==> src/design/tspf_pkg.sv <==
// Shared types and constants for the transport stream PID payload filter.
// No dependencies.
package tspf_pkg;

	localparam logic [7:0] PACKET_BYTES = 8'd188;
	localparam logic [7:0] HDR_PID_HI   = 8'd1;
	localparam logic [7:0] HDR_PID_LO   = 8'd2;
	localparam logic [7:0] HDR_CTRL     = 8'd3;
	localparam logic [7:0] HDR_BYTES    = 8'd4;
	localparam logic [8:0] AF_BASE      = 9'd5;

	localparam logic [12:0] TARGET_PID_RST    = 13'd0;
	localparam logic [7:0]  UNIT_LEN_RST      = 8'd188;
	localparam logic [6:0]  PACKET_OFFSET_RST = 7'd0;

	typedef enum logic [1:0] {
		CFG_TARGET_PID    = 2'd0,
		CFG_UNIT_LEN      = 2'd1,
		CFG_PACKET_OFFSET = 2'd2
	} cfg_index_t;

	typedef struct packed {
		logic [12:0] target_pid;
		logic [7:0]  unit_len;
		logic [6:0]  packet_offset;
	} cfg_t;

	typedef struct packed {
		logic [7:0] data_byte;
		logic       rearm;
	} item_t;

	typedef struct packed {
		logic [7:0] payload_byte;
		logic       unit_start;
		logic       last_of_packet;
	} result_t;

endpackage

==> src/design/ts_pid_payload_filter.sv <==
// Transport stream PID payload filter, top level.
// Path: an accepted byte is held in the stage 1 register, then parsed into the output register.
// Throughput: one byte per cycle while result_stall does not hold the output register.
// Reset: asynchronous, clears parse state, capture arming and both valid flags;
// registers return to target_pid 0, unit_len 188, packet_offset 0. Depends on tspf_pkg.
module ts_pid_payload_filter (
	input  logic                clk,
	input  logic                arst_n,
	input  logic                item_valid,
	output logic                item_stall,
	input  tspf_pkg::item_t     item_data,
	output logic                result_valid,
	input  logic                result_stall,
	output tspf_pkg::result_t   result_data,
	input  logic                cfg_valid,
	output logic                cfg_ready,
	input  logic [1:0]          cfg_index,
	input  logic [12:0]         cfg_data
);
	import tspf_pkg::*;

	cfg_t    cfg;
	item_t   item_s1;
	logic    s1_valid_q;
	logic    adv;
	logic    res_valid;
	result_t res;
	result_t result_q;
	logic    result_valid_q;

	assign cfg_ready = 1'b1;

	tspf_cfg u_cfg (
		.clk      (clk),
		.arst_n   (arst_n),
		.wr_en    (cfg_valid && cfg_ready),
		.wr_index (cfg_index),
		.wr_data  (cfg_data),
		.cfg      (cfg)
	);

	assign adv        = s1_valid_q && (!result_valid_q || !result_stall);
	assign item_stall = s1_valid_q && !adv;

	always_ff @(posedge clk or negedge arst_n) begin
		if (!arst_n) begin
			s1_valid_q <= 1'b0;
		end else if (item_valid && !item_stall) begin
			s1_valid_q <= 1'b1;
		end else if (adv) begin
			s1_valid_q <= 1'b0;
		end
	end

	always_ff @(posedge clk) begin
		if (item_valid && !item_stall) begin
			item_s1 <= item_data;
		end
	end

	tspf_parse u_parse (
		.clk       (clk),
		.arst_n    (arst_n),
		.en        (adv),
		.item      (item_s1),
		.cfg       (cfg),
		.res_valid (res_valid),
		.res       (res)
	);

	always_ff @(posedge clk or negedge arst_n) begin
		if (!arst_n) begin
			result_valid_q <= 1'b0;
		end else if (adv) begin
			result_valid_q <= res_valid;
		end else if (!result_stall) begin
			result_valid_q <= 1'b0;
		end
	end

	always_ff @(posedge clk) begin
		if (adv) begin
			result_q <= res;
		end
	end

	assign result_valid = result_valid_q;
	assign result_data  = result_q;

`ifndef SYNTH
	a_hold_input: assert property (@(posedge clk) disable iff (!arst_n)
		s1_valid_q && result_valid && result_stall |-> item_stall)
		else $error("input taken while stage 1 is blocked");

	a_drain: assert property (@(posedge clk) disable iff (!arst_n)
		result_valid && !result_stall && !s1_valid_q |=> !result_valid)
		else $error("result repeated after transaction");

	a_load: assert property (@(posedge clk) disable iff (!arst_n)
		item_valid && !item_stall |=> s1_valid_q)
		else $error("accepted byte lost before parse");
`endif

endmodule

==> src/design/tspf_cfg.sv <==
// Configuration register file of the PID payload filter.
// Depends on tspf_pkg.
module tspf_cfg (
	input  logic                clk,
	input  logic                arst_n,
	input  logic                wr_en,
	input  logic [1:0]          wr_index,
	input  logic [12:0]         wr_data,
	output tspf_pkg::cfg_t      cfg
);
	import tspf_pkg::*;

	cfg_t cfg_q;

	always_ff @(posedge clk or negedge arst_n) begin
		if (!arst_n) begin
			cfg_q.target_pid    <= TARGET_PID_RST;
			cfg_q.unit_len      <= UNIT_LEN_RST;
			cfg_q.packet_offset <= PACKET_OFFSET_RST;
		end else if (wr_en) begin
			case (cfg_index_t'(wr_index))
				CFG_TARGET_PID:    cfg_q.target_pid    <= wr_data;
				CFG_UNIT_LEN:      cfg_q.unit_len      <= wr_data[7:0];
				CFG_PACKET_OFFSET: cfg_q.packet_offset <= wr_data[6:0];
				default: begin
				end
			endcase
		end
	end

	assign cfg = cfg_q;

endmodule

==> src/design/tspf_parse.sv <==
// Packet header parser and payload selector; one byte per enabled cycle.
// Depends on tspf_pkg.
module tspf_parse (
	input  logic                clk,
	input  logic                arst_n,
	input  logic                en,
	input  tspf_pkg::item_t     item,
	input  tspf_pkg::cfg_t      cfg,
	output logic                res_valid,
	output tspf_pkg::result_t   res
);
	import tspf_pkg::*;

	logic [7:0] pos_q,   pos_d;
	logic [4:0] pid_hi_q, pid_hi_d;
	logic       match_q, match_d;
	logic       start_q, start_d;
	logic [1:0] fc_q,    fc_d;
	logic [7:0] skip_q,  skip_d;
	logic       armed_q, armed_d;
	logic       pend_q,  pend_d;

	logic [8:0] diff;
	logic [7:0] k;
	logic       in_pkt;
	logic       pid_eq;
	logic [7:0] skip_v;
	logic [8:0] first;
	logic [8:0] pos_inc;

	always_comb begin
		pos_d    = pos_q;
		pid_hi_d = pid_hi_q;
		match_d  = match_q;
		start_d  = start_q;
		fc_d     = fc_q;
		skip_d   = skip_q;
		armed_d  = armed_q;
		pend_d   = pend_q;
		res_valid = 1'b0;
		res.payload_byte   = item.data_byte;
		res.unit_start     = 1'b0;
		res.last_of_packet = 1'b0;

		diff   = {1'b0, pos_q} - {2'b00, cfg.packet_offset};
		k      = diff[7:0];
		in_pkt = !diff[8] && (k < PACKET_BYTES);
		pid_eq = ({pid_hi_q, item.data_byte} == cfg.target_pid);
		skip_v = skip_q;
		first  = {1'b0, HDR_BYTES};

		if (item.rearm) begin
			armed_d = 1'b0;
			pend_d  = 1'b0;
		end

		if (in_pkt) begin
			if (k == HDR_PID_HI) begin
				pid_hi_d = item.data_byte[4:0];
				start_d  = item.data_byte[6];
			end else if (k == HDR_PID_LO) begin
				match_d = pid_eq;
				pend_d  = pid_eq && start_q;
				if (pid_eq && start_q) begin
					armed_d = 1'b1;
				end
			end else if (k == HDR_CTRL) begin
				fc_d = item.data_byte[5:4];
			end else if (k >= HDR_BYTES) begin
				if (fc_q[1]) begin
					if (k == HDR_BYTES) begin
						skip_d = item.data_byte;
						skip_v = item.data_byte;
					end
					first = AF_BASE + {1'b0, skip_v};
				end
				if (match_q && armed_d && fc_q[0] && ({1'b0, k} >= first)) begin
					res_valid          = 1'b1;
					res.unit_start     = pend_d;
					res.last_of_packet = (k == PACKET_BYTES - 8'd1);
					pend_d             = 1'b0;
				end
			end
		end

		pos_inc = {1'b0, pos_q} + 9'd1;
		if (pos_inc >= {1'b0, cfg.unit_len}) begin
			pos_d = 8'd0;
		end else begin
			pos_d = pos_inc[7:0];
		end
	end

	always_ff @(posedge clk or negedge arst_n) begin
		if (!arst_n) begin
			pos_q    <= '0;
			pid_hi_q <= '0;
			match_q  <= 1'b0;
			start_q  <= 1'b0;
			fc_q     <= '0;
			skip_q   <= '0;
			armed_q  <= 1'b0;
			pend_q   <= 1'b0;
		end else if (en) begin
			pos_q    <= pos_d;
			pid_hi_q <= pid_hi_d;
			match_q  <= match_d;
			start_q  <= start_d;
			fc_q     <= fc_d;
			skip_q   <= skip_d;
			armed_q  <= armed_d;
			pend_q   <= pend_d;
		end
	end

endmodule
==> config.mk <==
export PLATFORM = sky130hd
export DESIGN_NAME = ts_pid_payload_filter
export DESIGN_NICKNAME = d
export VERILOG_FILES = /design/src/design/tspf_pkg.sv /design/src/design/ts_pid_payload_filter.sv /design/src/design/tspf_cfg.sv /design/src/design/tspf_parse.sv
export SDC_FILE = /design/constraint.sdc
export NUM_CORES = 1
export LEC_CHECK = 0
export BUFFER_PORTS_ARGS = -buffer_cell sky130_fd_sc_hd__buf_4
export CAP_MARGIN = 0
export CORE_ASPECT_RATIO = 0.6
export CORE_UTILIZATION = 45
export CTS_BUF_LIST = sky130_fd_sc_hd__clkbuf_8 sky130_fd_sc_hd__clkbuf_16
export DETAILED_ROUTE_END_ITERATION = 10
export PLACE_DENSITY = 0.61
export SLEW_MARGIN = 0
export SYNTH_ARGS = -nofsm -noshare
export SYNTH_HDL_FRONTEND = slang
export SYNTH_HIERARCHICAL = 1
export SYNTH_SLANG_ARGS = --single-unit
==> constraint.sdc <==
create_clock -name clk -period 11.7 [get_ports clk]
set_input_delay 0 -clock clk [delete_from_list [all_inputs] [get_ports clk]]
set_output_delay 0 -clock clk [all_outputs]
set_load 0.1 [all_outputs]
**Word level (Yosys, flattened, before mapping)**

Index checks and enable logic that the tools add are counted.

- Bits in latches: 0
- Input port bits: 29
- Bits in writable memories: 0
- ROM bits: 0
- Memories kept: 0
- Register bits after elaboration: 76
- Output and inout bits: 13
- Word-level logic and storage cells: 100

- $mul: 0
- Reductions and logical operators: 24
- $lt $le $gt $ge: 4
- Shift-type cells: 0
- Bitwise logic cells: 6
- Div/mod/pow operators: 0
- $add $sub $neg: 3
- Mux-type cells: 36
- Equality and inequality tests: 9

Operators with widths:

| cell | count |
|---|---|
| 2-to-1 mux 8 bit | 8 |
| 2-to-1 mux 9 bit | 6 |
| 2-to-1 mux 1 bit | 22 |
| == test 8 x 2 -> 1 bit (second input constant) | 2 |
| == test 13 bit | 1 |
| adder 3 x 8 -> 9 bit (first input constant) | 1 |
| adder 8 x 1 -> 9 bit (second input constant) | 1 |
| >= comparator 8 x 9 -> 1 bit | 1 |
| >= comparator 9 x 8 -> 1 bit | 1 |
| subtractor 8 x 7 -> 9 bit | 1 |
| == test 8 x 1 -> 1 bit (second input constant) | 1 |
| == test 8 x 3 -> 1 bit (second input constant) | 1 |
| == test 8 bit (second input constant) | 1 |
| >= comparator 8 x 3 -> 1 bit (second input constant) | 1 |
| logical AND 1 bit | 8 |
| less-than comparator 8 bit (second input constant) | 1 |
| AND reduction 7 bit | 1 |
| inverter 1 bit | 6 |
| AND reduction 2 bit | 3 |
| OR reduction 6 bit | 1 |
| zero test 1 bit | 5 |
| AND reduction 5 bit | 1 |
| AND reduction 4 bit | 1 |
| AND reduction 3 bit | 1 |
| other kinds (6) | 6 |

**Longest topological paths before layout**

Gate-level depths: netlist (run 1).

- Word-level depth: 25
- Depth in mapped cells: 22
- Mapped depth without buffers: 21

**Modules after synthesis**

Netlist (run 1), hierarchy kept.

By module, submodules not included:

| module | instances | seq. area each (µm²) | cells each | area an instance (µm²) |
|---|---|---|---|---|
| tspf_parse | 1 | 675.6 | 307 | 2713.9 |
| tspf_cfg | 1 | 706.9 | 60 | 1074.8 |
| ts_pid_payload_filter | 1 | 620.6 | 29 | 675.6 |

**Least setup slack after synthesis (run 1)**

Ideal clock, no wire load.

- Path type: reg2reg
- From: register u_parse.pos_q[0]
- To: register result_valid_q (netlist: result_valid)
- Setup time: 122 ps
- Buffers on the path: 1
- Slack: 6994 ps
- Clock period less this slack: 4706 ps
- Cell stages (with the launch flop): 23
- Arrival time: 4584 ps
- Required time: 11578 ps
- Path through: dfrtp_1 -> inv_1 -> ha_1 -> fa_1 -> nand2b_1 -> a21oi_1 -> o31a_1 -> nor3_2 -> or4_1 -> buf_6 -> mux2_4 -> ha_1 -> o21ai_0 -> mux2i_1 -> xnor2_1 -> nand2_1 -> ha_1 -> a2111oi_0 -> o21ai_0 -> and3_1 -> o2111ai_1 -> inv_1 -> a22o_2

- Cells in the longest elaborated chain, start to end: 25
- Elaborated cells between the ends (all ways): 32
- Classes of those cells: 2 x add/sub; 3 x order compare; 4 x eq/ne; 20 x mux; 3 x reduce/logical

RTL lines:

| what | RTL line | source |
|---|---|---|
| start, declared | tspf_parse.sv:14 | `logic [7:0] pos_q, pos_d;` |
| start signal, assigned | tspf_parse.sv:105 | `pos_q <= pos_d;` |
| subtractor 8 x 7 -> 9 bit (*) | tspf_parse.sv:45 | `diff = {1'b0, pos_q} - {2'b00, cfg.packet_offset};` |
| == test 8 x 3 -> 1 bit | tspf_parse.sv:71 | `if (k == HDR_BYTES) begin` |
| 2-to-1 mux 8 bit | tspf_parse.sv:71 |  |
| 2-to-1 mux 8 bit | tspf_parse.sv:70 | `if (fc_q[1]) begin` |
| 2-to-1 mux 8 bit | tspf_parse.sv:69 | `end else if (k >= HDR_BYTES) begin` |
| 2-to-1 mux 8 bit | tspf_parse.sv:67 | `end else if (k == HDR_CTRL) begin` |
| 2-to-1 mux 8 bit | tspf_parse.sv:61 | `end else if (k == HDR_PID_LO) begin` |
| 2-to-1 mux 8 bit | tspf_parse.sv:58 | `if (k == HDR_PID_HI) begin` |
| (+10 left out) | n/a |  |
| 2-to-1 mux 1 bit | tspf_parse.sv:77 | `if (match_q && armed_d && fc_q[0] && ({1'b0, k} >= first)) begin` |
| 2-to-1 mux 1 bit | tspf_parse.sv:69 |  |
| 2-to-1 mux 1 bit | tspf_parse.sv:67 |  |
| 2-to-1 mux 1 bit | tspf_parse.sv:61 |  |
| 2-to-1 mux 1 bit | tspf_parse.sv:58 |  |
| 2-to-1 mux 1 bit (*) | tspf_parse.sv:57 | `if (in_pkt) begin` |
| named net res_valid | ts_pid_payload_filter.sv:26 | `logic res_valid;` |
| 2-to-1 mux 1 bit (*) | ts_pid_payload_filter.sv:74 | `end else if (adv) begin` |
| end signal, assigned | ts_pid_payload_filter.sv:75 | `result_valid_q <= res_valid;` |
| end, declared | ts_pid_payload_filter.sv:29 | `logic result_valid_q;` |

The timed path passes the listed nets; every way through them passes the cells marked *. The select of a mux whose other input is x is not followed.
A chain may end at the register's enable or synchronous reset.

**Worst setup path after layout (run 1)**

Same ends and word-level chain as after synthesis.

==> flow_metrics.env, run 1 <==
export IMPL_finalInstanceArea_sq_um=5361
export IMPL_portBuffers=40
export IMPL_worst_path_buf_inv=2
export IMPL_synth_warnings=6
export IMPL_swShare=0.3869
export IMPL_skew_ns=0.004843
export IMPL_post_cts_buffers=0
export IMPL_dieArea_sq_um=10340
export IMPL_cts_tree="done"
export IMPL_synth_most_common_cell="dfrtp_1"
export IMPL_drtIter0Drc=200
export IMPL_cts_buffers=9
export IMPL_drive_gt1_frac=0.2533
export IMPL_ant_nets=0
export IMPL_path_cells="inv_1, ha_1, fa_1, nand2b_1, a21oi_1, o31a_1, nor3_2, or4_1, mux2_4, ha_1, o21ai_0, mux2i_1, xnor2_1, nand2_1, ha_1, a2111oi_0, o21ai_0, and3_1, o2111ai_1, inv_1, a22o_2"
export IMPL_cts_path_max_buffers=2
export IMPL_overflow=0
export IMPL_ios=42
export IMPL_syn_avg_cell_area_sq_um=11.27
export IMPL_dieWidth_um=130.6
export IMPL_startpoint_type="flip-flop"
export IMPL_grt_total_usage=0.2113
export IMPL_antenna_found_initial=0
export IMPL_finish_utilization=0.5709
export IMPL_place_area_sq_um=4796
export IMPL_critPathArrivalTime_ns=5.86
export IMPL_power_density_nw_per_um2=202.1
export IMPL_grt_pass1_vias=3074
export IMPL_initial_utilization=0.4754
export IMPL_min_period_ns=5.635
export IMPL_status="finished, final reports clean"
export IMPL_wl_per_cell_um=16.82
export IMPL_power_frac_comb=0.406
export IMPL_end_kind="flip-flop"
export IMPL_clockRootBuffer="clkbuf_16"
export IMPL_ys_types=61
export IMPL_fin_nets=509
export IMPL_post_cts_resized=0
export IMPL_p_switching_mw=0.4193
export IMPL_clk_pin_slew_worst_paths_ns=0.06
export IMPL_synth_seq_cells=76
export IMPL_place_hpwl_um=7107
export IMPL_finalHoldViolCount=0
export IMPL_synth_area_sq_um=4464
export IMPL_top_layer_used="met4"
export IMPL_final_setup_tns_ns=0
export IMPL_clockPowerShare=0.266
export IMPL_cp_slowest_cell="or4_1"
export IMPL_clock_latency_ns=0.34
export IMPL_slowest_delay_ns=0.87
export IMPL_required_ns=11.93
export IMPL_worst_pin_slew_ns=0.9390
export IMPL_via_per_inst=5.444
export IMPL_area_growth_pct=20.10
export IMPL_syn_nets=452
export IMPL_crit_fanout=17
export IMPL_die_h_um=79.15
export IMPL_hold_path_class="in -> reg"
export IMPL_seqPwrFrac=0.327
export IMPL_timing_fmax_ghz=0.1775
export IMPL_ir_drop_mv=0.09507
export IMPL_path_delay_family="compound AO/OA/AOI/OAI gates"
export IMPL_synthTopCellsByArea="dfrtp_1 (29%), edfxtp_1 (13%), mux2_2 (9.1%)"
export IMPL_ys_async_sr_fraction=0.7500
export IMPL_syn_inst=396
export IMPL_num_rows=27
export IMPL_place_congestion=0.8614
export IMPL_drtPass1Iterations=4
export IMPL_p_leak_nw=2.463
export IMPL_rsz0062_at_grt="false"
export IMPL_seq_area_frac_synth=0.4487
export IMPL_wl_met1_um=5141
export IMPL_htreeDepth=3
export IMPL_met2_length_um=4037
export IMPL_drt_total_wl_um=9893
export IMPL_synthFlopType="dfrtp_1"
export IMPL_drc=0
export IMPL_synth_common_cells="dfrtp_1 (52), mux2_2 (36), inv_1 (28)"
export IMPL_cp_common_cell="ha_1"
export IMPL_hold_ws_ns=0.1265
export IMPL_synth_top_area_cell="dfrtp_1"
export IMPL_p_int_mw=0.6644
export IMPL_synth_top_area_frac=0.2915
export IMPL_grt_max_degree=58
export IMPL_dr_wl_met3_um=581
export IMPL_relSlewSlack=0.3727
export IMPL_period_share=0.4816
export IMPL_synth_edf_count=19
export IMPL_grt_first_pass_wirelength_um=16130
export IMPL_cts_sinks=76
export IMPL_pre_cts_ws_ns=6.134
export IMPL_setup_ws_ns=6.065
export IMPL_worstSetupPathType="reg -> reg"
export IMPL_core_area_sq_um=9392
export IMPL_vias=3201
export IMPL_final_setup_viol_count=0
export IMPL_antenna_cells=0
export IMPL_maxCapViolCount=0
export IMPL_drv_slew=0
[metal layers]
layer,up-vias,GRT usage
li1,1540,-
met1,1559,0.3236
met2,86,0.2799
met3,16,0.05997
met4,0,0.06667
met5,-,0
[tightest hold or removal path, cell delays in order]
cell	delay [ns]
buf_4	0.11
nor3b_4	0.09
mux2_2	0.23
[placed cells by master (no fill, tap or decap), types with 10 or more instances in the layout]
cell,instances
nand2_1,21
buf_4,41
dlygate4sd3_1,26
ha_1,26
edfxtp_1,19
o21ai_0,10
nor2_1,13
mux2_2,36
nand3_1,14
xor2_1,17
xnor2_1,15
dfrtp_1,52
inv_1,28
a21oi_1,16
[path summary, 6_finish.rpt]
check	start	endpoint	slack, ns	cells after the start
worst max-delay path	u_parse/pos_q[0]	result_valid	6.06	21
worst min-delay path	cfg_index[0]	u_cfg/cfg[19]	0.13	3
worst max register to register	u_parse/pos_q[0]	result_valid	6.06	21
worst min register to register	u_parse/armed_q	u_parse/armed_q	0.49	1
max in group asynchronous	arst_n	u_parse/skip_q[2]	10.95	2
min in group asynchronous	arst_n	u_cfg/cfg[2]	0.25	2
[cell families (layout without fill, tap and decap cells)]
family / Yosys count / count (layout) / share of synthesized area
muxes: 52 / 52 / 0.1343
and+or+nand+nor: 100 / 100 / 0.1289
AOI/OAI and AO/OA: 59 / 59 / 0.09249
DFF: 76 / 76 / 0.4487
xor gates and xnor gates: 32 / 32 / 0.06278
other: 1 / 1 / 0.0008400
buffers and inverters: 49 / 111 / 0.05465
adders and majority gates: 27 / 27 / 0.07735
[sequential cells by signal, summed over array words and instances, names as in the netlist, 2 cells and up]
register	cells
u_cfg/cfg	28
result_data	10
item_s1	9
u_parse/pos_q	8
u_parse/skip_q	8
u_parse/pid_hi_q	5
u_parse/fc_q	2
[what timing repair did]
action	CTS	global route
hold buffers	26	0
endpoints found under the hold margin	91	0
setup endpoints to repair	0	0
[power groups by stage]
stage | Clock [mW] | Sequential [mW] | Combinational (mW)
floorplan | 0 | 0.352 | 0.325
global placement | 0 | 0.356 | 0.417
detailed placement | 0 | 0.359 | 0.425
CTS | 0.294 | 0.354 | 0.437
global route | 0.307 | 0.360 | 0.495
finish | 0.289 | 0.355 | 0.440
[metrics by stage]
stage	instances	power, mW
final	588	1.084
after floorplan	396	0.6766
after CTS	588	1.085
after global placement	546	0.7736
after detailed placement	546	0.7841
after global routing	588	1.162
[layout make-up]
class	instances	area (sq um)
Fill cell	842	4030
Multi-Input combinational cell	271	2217
Sequential cell	76	2003
Timing Repair Buffer	67	568.0
Clock buffer	9	225.2
Tap cell	130	162.7
Inverter	28	105.1
Clock inverter	7	80.08
(Power assumes the default switching activity.)
==> inputs of run 2 (changes only) <==
--- a/config.mk
+++ b/config.mk
@@ -11,7 +11,7 @@
 export CORE_UTILIZATION = 45
 export CTS_BUF_LIST = sky130_fd_sc_hd__clkbuf_8 sky130_fd_sc_hd__clkbuf_16
 export DETAILED_ROUTE_END_ITERATION = 10
-export PLACE_DENSITY = 0.61
+export PLACE_DENSITY = 0.64
 export SLEW_MARGIN = 0
 export SYNTH_ARGS = -nofsm -noshare
 export SYNTH_HDL_FRONTEND = slang
==> constraint.sdc (replaced) <==
create_clock -name clk -period 5.1 [get_ports clk]
set_input_delay 0 -clock clk [delete_from_list [all_inputs] [get_ports clk]]
set_output_delay 0 -clock clk [all_outputs]
set_load 0.1 [all_outputs]
==> run 2 against run 1 <==
  * First-iteration DRC count is 25% lower
  * Sequential power is 130% higher
  * Power is 130% higher
  * Clock skew is 0.0015 ns higher
  * Largest cell class unchanged
==> flow_metrics.env, run 2 (synthesis gave the netlist of run 1 again) <==
export IMPL_status="finished, final reports clean"
export IMPL_dieArea_sq_um=10340
export IMPL_worst_path_buf_inv=1
export IMPL_cp_common_cell="ha_1"
export IMPL_cts_tree="done"
export IMPL_antenna_cells=0
export IMPL_rsz0062_at_grt="false"
export IMPL_p_leak_nw=2.469
export IMPL_finalHoldViolCount=0
export IMPL_cts_path_max_buffers=2
export IMPL_largest_register_ffs=28
export IMPL_clk_pin_slew_worst_paths_ns=0.06
export IMPL_end_kind="flip-flop"
export IMPL_reg2reg_to="result_valid"
export IMPL_drv_slew=0
export IMPL_path_cells="ha_1, fa_1, nand2b_1, a21oi_1, o31a_1, nor3_2, or4_4, mux2_4, ha_1, o21ai_2, mux2i_2, xnor2_1, nand2_1, ha_1, a2111oi_1, o21ai_0, and3_1, o2111ai_1, inv_1, a22o_2"
export IMPL_worstSetupPathType="reg -> reg"
export IMPL_place_hpwl_um=7078
export IMPL_slowest_delay_ns=0.59
export IMPL_ios=42
export IMPL_timing_fmax_ghz=0.2074
export IMPL_clockRootBuffer="clkbuf_16"
export IMPL_htreeDepth=3
export IMPL_period_share=0.9454
export IMPL_ir_drop_mv=0.1952
export IMPL_wl_per_cell_um=16.39
export IMPL_area_growth_pct=20.60
export IMPL_crit_fanout=6
export IMPL_min_path_cells=3
export IMPL_num_rows=27
export IMPL_cts_buffers=9
export IMPL_ant_nets=0
export IMPL_r2r_slack_ns=0.28
export IMPL_clock_latency_ns=0.33
export IMPL_drc=0
export IMPL_fin_nets=511
export IMPL_drt_total_wl_um=9673
export IMPL_die_h_um=79.15
export IMPL_drive_gt1_frac=0.2630
export IMPL_grt_first_pass_wirelength_um=15820
export IMPL_via_per_inst=5.364
export IMPL_core_area_sq_um=9392
export IMPL_required_ns=5.32
export IMPL_final_setup_tns_ns=0
export IMPL_grt_max_degree=58
export IMPL_min_to="u_cfg/cfg[27]"
export IMPL_cp_slowest_cell="or4_4"
export IMPL_reg2reg_from="u_cfg/cfg[0]"
export IMPL_worst_pin_slew_ns=0.8935
export IMPL_portBuffers=40
export IMPL_min_period_ns=4.822
export IMPL_finish_utilization=0.5733
export IMPL_final_setup_viol_count=0
export IMPL_startpoint_type="flip-flop"
export IMPL_place_congestion=0.9048
export IMPL_path_delay_family="compound AO/OA/AOI/OAI gates"
export IMPL_drtIter0Drc=151
export IMPL_grt_pass1_vias=2992
export IMPL_final_cell_mix="dfrtp_1 (52), buf_4 (43), mux2_2 (36), inv_1 (30)"
export IMPL_skew_ns=0.006312
export IMPL_relSlewSlack=0.4031
export IMPL_power_density_nw_per_um2=459.0
export IMPL_drtPass1Iterations=5
export IMPL_critPathArrivalTime_ns=5.04
export IMPL_initial_utilization=0.4754
export IMPL_vias=3165
export IMPL_hold_path_class="in -> reg"
export IMPL_grt_total_usage=0.2066
export IMPL_maxCapViolCount=0
export IMPL_final_common_cell="dfrtp_1"
export IMPL_min_delay_start="cfg_index[1]"
export IMPL_overflow=0
export IMPL_cts_sinks=76
export IMPL_antenna_found_initial=0
export IMPL_dieWidth_um=130.6
export IMPL_reg2reg_depth=20
-- run 2: cell count changes in the layout (fill, tap and decap cells not counted), moves of 2 or more --
cell     previous run  this run
inv_6               3         1
buf_4              41        43
inv_1              28        30
o21ai_0            10         8
o21ai_2             0         2
-- run 2: how the worst max path moves through the flow --
stage | from | end | slack (ns) | cells after the start
global placement | u_cfg/cfg[0] | result_valid | 0.27 | 20
CTS | u_cfg/cfg[0] | result_valid | 0.13 | 20
floorplan | u_parse/pos_q[0] | result_valid | 0.39 | 22
global route | u_cfg/cfg[0] | result_valid | 0.01 | 20
finish | u_cfg/cfg[0] | result_valid | 0.28 | 20
detailed placement | u_cfg/cfg[0] | result_valid | 0.16 | 20
-- run 2: worst register-to-register path: cells and delay by family, from the launching register on --
family,cells,cell delay (ns)
and+or+nand+nor,5,1.17
xor gates and xnor gates,1,0.17
AOI/OAI and AO/OA,7,1.39
buffers and inverters,1,0.07
muxes,2,0.44
adders and majority gates,4,1.07
DFF,1,0.40
-- run 2: stage by stage --
stage | cells | area [sq um] | hold slack (ns) | power, mW | setup slack, ns
6_report | 590 | 5384 | 0.1278 | 2.471 | 0.2783
5_1_grt | 590 | 5384 | 0.1368 | 2.652 | 0.01178
4_1_cts | 590 | 5364 | 0.1234 | 2.456 | 0.1270
3_5_place_dp | 548 | 4811 | 0.1140 | 1.805 | 0.1622
3_3_place_gp | 548 | 4811 | 0.1109 | 1.775 | 0.2669
2_1_floorplan | 396 | 4464 | -0.2956 | 1.552 | 0.3944
-- run 2: what timing repair did --
action,in CTS,in global routing
setup endpoints to repair,0,4
setup buffers,0,0
hold buffers,26,0
gates resized for setup,0,8
endpoints found under the hold margin,91,0
-- run 2: routing by layer --
metal	part of all wire	vias up	track usage	wire length, um
li1	-	1531	-	-
met1	0.53	1550	0.3270	5134
met2	0.42	76	0.2767	4044
met3	0.043	8	0.04178	415
met4	0.0081	0	0.05977	78
met5	0	-	0	0
-- run 2: area by class of cell --
| cell class | count | area, sq um |
|---|---|---|
| Fill cell | 801 | 4008 |
| Multi-Input combinational cell | 271 | 2237 |
| Sequential cell | 76 | 2003 |
| Timing Repair Buffer | 69 | 583.1 |
| Clock buffer | 9 | 225.2 |
| Tap cell | 130 | 162.7 |
| Inverter | 28 | 105.1 |
| Clock inverter | 7 | 67.56 |
-- run 2: power breakdown --
group          total, mW  switching, mW  internal [mW]
Clock              0.626          0.249          0.377
Sequential         0.800         0.0852          0.715
Combinational       1.04          0.611          0.434
